File: config.mk
export PLATFORM = sky130hd
export DESIGN_NAME = cmc_fifo
export DESIGN_NICKNAME = d
export VERILOG_FILES = /design/src/rtl/cmc_pkg.sv /design/src/rtl/cmc_fifo.sv
export VERILOG_INCLUDE_DIRS = /design/src /design/src/rtl
export SDC_FILE = /design/constraint.sdc
export NUM_CORES = 1
export LEC_CHECK = 0
export ABC_CLOCK_PERIOD_IN_PS = 8800
export BUFFER_PORTS_ARGS = -buffer_cell sky130_fd_sc_hd__buf_2
export CAP_MARGIN = 20
export CORE_ASPECT_RATIO = 0.8
export CORE_UTILIZATION = 35
export CTS_CLUSTER_DIAMETER = 50
export CTS_CLUSTER_SIZE = 16
export DETAILED_ROUTE_END_ITERATION = 16
export HOLD_SLACK_MARGIN = 0.05
export PLACE_DENSITY = 0.63
export SYNTH_ARGS = -nofsm -noshare
export SYNTH_HDL_FRONTEND = slang
export SYNTH_SLANG_ARGS = --single-unit
File: constraint.sdc
create_clock -name clk -period 8.8 [get_ports clk]
set_input_delay 0.44 -clock clk [delete_from_list [all_inputs] [get_ports clk]]
set_output_delay 0.44 -clock clk [all_outputs]
set_load 0.1 [all_outputs]
File: src/rtl/assert_macros.svh
// assertion macros shared by the collision block rtl
// expects clk and rst_n in the scope where a macro is used
`ifndef ASSERT_MACROS_SVH
`define ASSERT_MACROS_SVH

// condition that must hold at every clock edge out of reset
`define CHK_ALWAYS(label, expr, msg) \
    label: assert property (@(posedge clk) disable iff (!rst_n) (expr)) else $error(msg);

// condition that must hold in the cycle after the trigger
`define CHK_NEXT(label, ante, cons, msg) \
    label: assert property (@(posedge clk) disable iff (!rst_n) (ante) |=> (cons)) else $error(msg);

`endif

File: src/rtl/cmc_pkg.sv
// types, constants and fixed-point helpers for the d2q9 collision block
// no dependencies; used by every rtl module of the block
package cmc_pkg;

    localparam int FRAC_BITS  = 28;
    localparam int WIDE       = 66;
    localparam int DW         = 32 + FRAC_BITS;
    localparam int CMC_QDEPTH = 4;
    localparam int IN_W       = 288;
    localparam int OUT_W      = 360;

    localparam logic signed [WIDE-1:0] SMAX = (WIDE'(1) <<< 31) - WIDE'(1);
    localparam logic signed [WIDE-1:0] SMIN = -(WIDE'(1) <<< 31);
    localparam logic signed [WIDE-1:0] ONE_W = WIDE'(1) <<< FRAC_BITS;
    localparam logic signed [29:0] RELAX_RESET = -30'sd267119286;

    typedef struct packed {
        logic signed [31:0] rho;
        logic signed [31:0] mx;
        logic signed [31:0] my;
        logic signed [31:0] d4;
        logic signed [31:0] d5;
    } cmc_sums_t;

    typedef struct packed {
        logic signed [31:0] rho;
        logic signed [31:0] d4;
        logic signed [31:0] d5;
        logic               negx;
        logic               negy;
        logic               dz;
    } cmc_side_t;

    typedef struct packed {
        logic signed [31:0] rho;
        logic signed [31:0] ux;
        logic signed [31:0] uy;
        logic signed [31:0] d4;
        logic signed [31:0] d5;
    } cmc_cell_t;

    typedef struct packed {
        logic [31:0]   rem;
        logic [DW-1:0] x;
    } cmc_dstep_t;

    typedef struct packed {
        logic signed [31:0] rho, ux, uy, d4, d5;
        logic signed [31:0] u2, v2, uv, r1, r2, k3, k8;
        logic signed [31:0] u2v2, u2mv2, u2pv2, ruv, ru2, r1v2;
        logic signed [31:0] ru2mv2, ru2pv2, ru2uy, ru2v2;
        logic signed [31:0] k4a, k5a, r3, k4, k5, r4, r5, s34p, s34m;
        logic signed [31:0] a6, b6, a7, b7, c8, d8, e8, r6, r7, r8;
        logic [8:0][31:0]   p;
        logic               ovs;
    } cmc_bk_t;

    function automatic logic signed [WIDE-1:0] sx(input logic signed [31:0] a);
        return WIDE'(a);
    endfunction

    function automatic logic signed [31:0] sat32(input logic signed [WIDE-1:0] x);
        if (x > SMAX)
            return 32'(SMAX);
        if (x < SMIN)
            return 32'(SMIN);
        return 32'(x);
    endfunction

    // round to nearest, ties up
    function automatic logic signed [WIDE-1:0] rsh(input logic signed [WIDE-1:0] x,
                                                   input int s);
        return (x + (WIDE'(1) <<< (s - 1))) >>> s;
    endfunction

    function automatic logic signed [31:0] qmul(input logic signed [31:0] a,
                                                input logic signed [31:0] b);
        logic signed [63:0]     p;
        logic signed [WIDE-1:0] t;
        p = 64'(a) * 64'(b);
        t = WIDE'(p) + (WIDE'(1) <<< (FRAC_BITS - 1));
        return sat32(t >>> FRAC_BITS);
    endfunction

    // one restoring division step
    function automatic cmc_dstep_t div_step(input logic [31:0] rem,
                                            input logic [DW-1:0] x,
                                            input logic [31:0] d);
        cmc_dstep_t s;
        logic [32:0] r;
        r = {rem, x[DW-1]};
        if (r >= {1'b0, d})
        begin
            s.rem = 32'(r - {1'b0, d});
            s.x   = {x[DW-2:0], 1'b1};
        end
        else
        begin
            s.rem = r[31:0];
            s.x   = {x[DW-2:0], 1'b0};
        end
        return s;
    endfunction

    localparam logic signed [31:0] C23 = sat32(((WIDE'(4) <<< FRAC_BITS) + WIDE'(3)) / 6);
    localparam logic signed [31:0] C19 = sat32(((WIDE'(2) <<< FRAC_BITS) + WIDE'(9)) / 18);

endpackage

File: src/rtl/cmc_fifo.sv
// short queue between the front end and the collision back end
// depends on cmc_pkg and assert_macros.svh
`include "assert_macros.svh"
module cmc_fifo
    import cmc_pkg::*;
#(
    parameter int DEPTH = CMC_QDEPTH
)
(
    input  logic      clk,
    input  logic      rst_n,
    input  logic      push,
    input  cmc_cell_t wdata,
    output logic      full,
    input  logic      pop,
    output cmc_cell_t rdata,
    output logic      empty
);

    localparam int AW    = (DEPTH > 1) ? $clog2(DEPTH) : 1;
    localparam int CNT_W = $clog2(DEPTH + 1);

    cmc_cell_t        mem_reg [0:DEPTH-1];
    logic [AW-1:0]    wr_ptr_reg, wr_ptr_next;
    logic [AW-1:0]    rd_ptr_reg, rd_ptr_next;
    logic [CNT_W-1:0] count_reg, count_next;

    assign full  = count_reg == CNT_W'(DEPTH);
    assign empty = count_reg == '0;
    assign rdata = mem_reg[rd_ptr_reg];

    always_comb
    begin
        wr_ptr_next = wr_ptr_reg;
        rd_ptr_next = rd_ptr_reg;
        count_next  = count_reg;
        if (push)
            wr_ptr_next = (wr_ptr_reg == AW'(DEPTH - 1)) ? '0 : wr_ptr_reg + 1'b1;
        if (pop)
            rd_ptr_next = (rd_ptr_reg == AW'(DEPTH - 1)) ? '0 : rd_ptr_reg + 1'b1;
        if (push && !pop)
            count_next = count_reg + 1'b1;
        else if (pop && !push)
            count_next = count_reg - 1'b1;
    end

    always_ff @(posedge clk or negedge rst_n)
    begin
        if (!rst_n)
        begin
            wr_ptr_reg <= '0;
            rd_ptr_reg <= '0;
            count_reg  <= '0;
        end
        else
        begin
            wr_ptr_reg <= wr_ptr_next;
            rd_ptr_reg <= rd_ptr_next;
            count_reg  <= count_next;
        end
    end

    always_ff @(posedge clk)
    begin
        if (push)
            mem_reg[wr_ptr_reg] <= wdata;
    end

    `CHK_ALWAYS(a_cnt_max, count_reg <= CNT_W'(DEPTH), "queue count beyond depth")
    `CHK_NEXT(a_cnt_up, push && !pop, count_reg == CNT_W'($past(count_reg) + 1'b1), "queue count missed a push")
    `CHK_NEXT(a_cnt_dn, pop && !push, count_reg == CNT_W'($past(count_reg) - 1'b1), "queue count missed a pop")

endmodule

==> impl_metrics.ini <==
[run_status]
status = finished, final reports clean

[routing]
drt_first_pass_iters = 6
drtIter0Drc = 602
viasPerCell = 4.75
drt.antenna.violating_nets = 0
routed_wl_um = 46300
remaining_drc_errors = 0
num_vias = 10900
wl_per_cell_um = 20.3

[synth]
synth_top_family_by_area = multiplexers
yosys-top-cells-area = edfxtp_1 (82%), mux4_2 (15%), dfrtp_1 (0.75%), buf_6 (0.48%), buf_2 (0.41%)
synthMuxAreaShare_pct = 15.5
synth_cell_types = 19
syn_inst = 873
synth_area_um2 = 23500
post-synth-top-area-fraction_pct = 81.9
syn_nets = 1044
seq_area_frac_synth_pct = 82.6
synth-xor-area-share_pct = 0.112
synth_seq_cells = 647
yosysTopAreaCell = edfxtp_1
synth_compound_area_share_pct = 0.0426
ys.warnings.count = 0
synth_adder_area_share_pct = 0.405
avgSynthCellArea_um2 = 26.9
synth-simple-area-share_pct = 0.240

[worst_setup_path]
cp_cell_sequence = buf_4 > mux4_2 > buf_2
end_kind = primary output
worstPathRequired_ps = 8360
crit_fanout = 42
cp_num_buf_inv = 2
crit_type = flop to primary output
critPathTopFamily = buffers and inverters
worst_path_largest_cell_delay_ps = 980
arrival_ps = 3410
cpMaxStageDelayCell = dfrtp_4
startpoint_type = flop

[grt]
first_global_vias = 11800
grt_start_max_net_pins = 84
grt_usage_pct = 13.4
grt_pass1_wl_um = 69500
grt_remaining_overflow = 0
antenna_found_initial = 5

[clocking]
cts_sinks = 647
clockBufferDepth = 3
cts-buffers-inserted = 55
htreeDepth = 2
post_cts_buffers = 0
clock_latency_ps = 600
cts_resized = 0
cts_tree = yes
clk_pin_slew_ps = 70
cts_root_buf = clkbuf_16

[sta]
finalCritPeriodShare_pct = 43.8
finalCriticalPeriod_ps = 3850
rsz0062_at_grt = no
hold_viol = 0
fin_ws_ps = 4950
max-slew-margin-rel_pct = 33.1
skew_ps = 25.3
finalSetupViolations = 0
whs_ps = 215
setup_tns_ps = 0
drv_slew = 0
clock.fmax_mhz = 260
worst_pin_slew_ps = 1000

[finish]
largest_reg_flops = 640
drive_gt1_share_pct = 40.9
nNetsFinal = 1563
layout-area-overhead-vs-synth_pct = 25.2
layoutNonFillerInstCount = 2283

[place]
numPortBuffers = 325
placed_cells = 2034
pre_cts_ws_ps = 5440
globalplace.congestion = 0.726
dp.final_hpwl_um = 26600

[floorplanning]
core_area_um2 = 66000
rows = 84
ios = 326
die_x_um = 292
dieHeight_um = 234
die-area_um2 = 68100
initial_core_util_pct = 35.6

[worst_hold_path]
hold_path.class = input pin to flop

[job]
drv_cap = 0
-- per-layer routing --
layer / track usage, % / up-vias / part of all wire (%)
li1: - / 4828 / -
met1: 17.3 / 5681 / 42
met2: 22.2 / 262 / 49
met3: 4.05 / 73 / 7.1
met4: 3.63 / 8 / 1.9
met5: 0 / - / 0.12
-- cell type report --
type	instances	area (um^2)
Antenna cell	1	2.50
Clock buffer	63	1450
Clock inverter	24	270
Fill cell	5593	36600
Inverter	4	15.0
Multi-Input combinational cell	186	3830
Sequential cell	647	19400
Tap cell	860	1080
Timing Repair Buffer	498	3340
-- cells in the final DEF (no fill, tap or decap), drive strengths merged, types with 4 or more instances in the layout --
cell | Yosys | routed
inv | 4 | 12
dlygate4sd3 | 0 | 161
ha | 6 | 6
clkinv | 0 | 10
mux4 | 160 | 160
and2 | 4 | 4
buf | 30 | 337
edfxtp | 640 | 640
dfrtp | 7 | 7
clkbuf | 6 | 63
-- final timing paths --
check                         startpoint            end  slack [ps]  depth (start not counted)
setup / recovery           rd_ptr_reg[0]     rdata[148]        4950                          3
hold reg to reg             count_reg[2]   count_reg[2]         490                          1
setup reg to reg           wr_ptr_reg[0]  mem_reg[0][7]        6140                          4
max in group asynchronous          rst_n  rd_ptr_reg[0]        8320                          2
hold / removal                      push  wr_ptr_reg[0]         210                          3
min in group asynchronous          rst_n  rd_ptr_reg[1]         260                          2
-- synth_stat cells (all sizes together) --
library cell	count
nor2	3
buf	30
ha	6
inv	4
and2	4
edfxtp	640
xor2	2
nor3b	1
o21ai	2
xnor2	1
dfrtp	7
nand2	2
mux4	160
fa	1
nor3	1
clkbuf	6
mux2	3
-- tightest hold or removal path: stages --
cell and delay (ps):
buf_2 180, nand2_1 80, o21ai_0 70
-- stage by stage --
stage | cell area [um^2] | utilization [%]
detailed placement | 26100 | 39.5
floorplan | 23500 | -
CTS | 29400 | 44.5
global route | 29400 | 44.5
global placement | 26100 | 39.5
finish | 29400 | 44.5
-- cell families (layout without fill, tap and decap cells) --
| kind of cell | count (synthesis) | count (layout) |
|---|---|---|
| buffers and inverters | 40 | 589 |
| muxes | 163 | 163 |
| xor gates and xnor gates | 3 | 3 |
| adders and majority gates | 7 | 7 |
| AOI/OAI and AO/OA | 2 | 2 |
| and+or+nand+nor | 11 | 11 |
| other | 0 | 1 |
| DFF | 647 | 647 |
-- repair_timing --
item | CTS | global route
setup endpoints to repair | 0 | 0
endpoints found under the hold margin | 647 | 0
hold buffers | 161 | 0
Power is left out: the tool's default activity adds up to more than one toggle a clock period on the data nets, which glitch-free logic cannot reach.
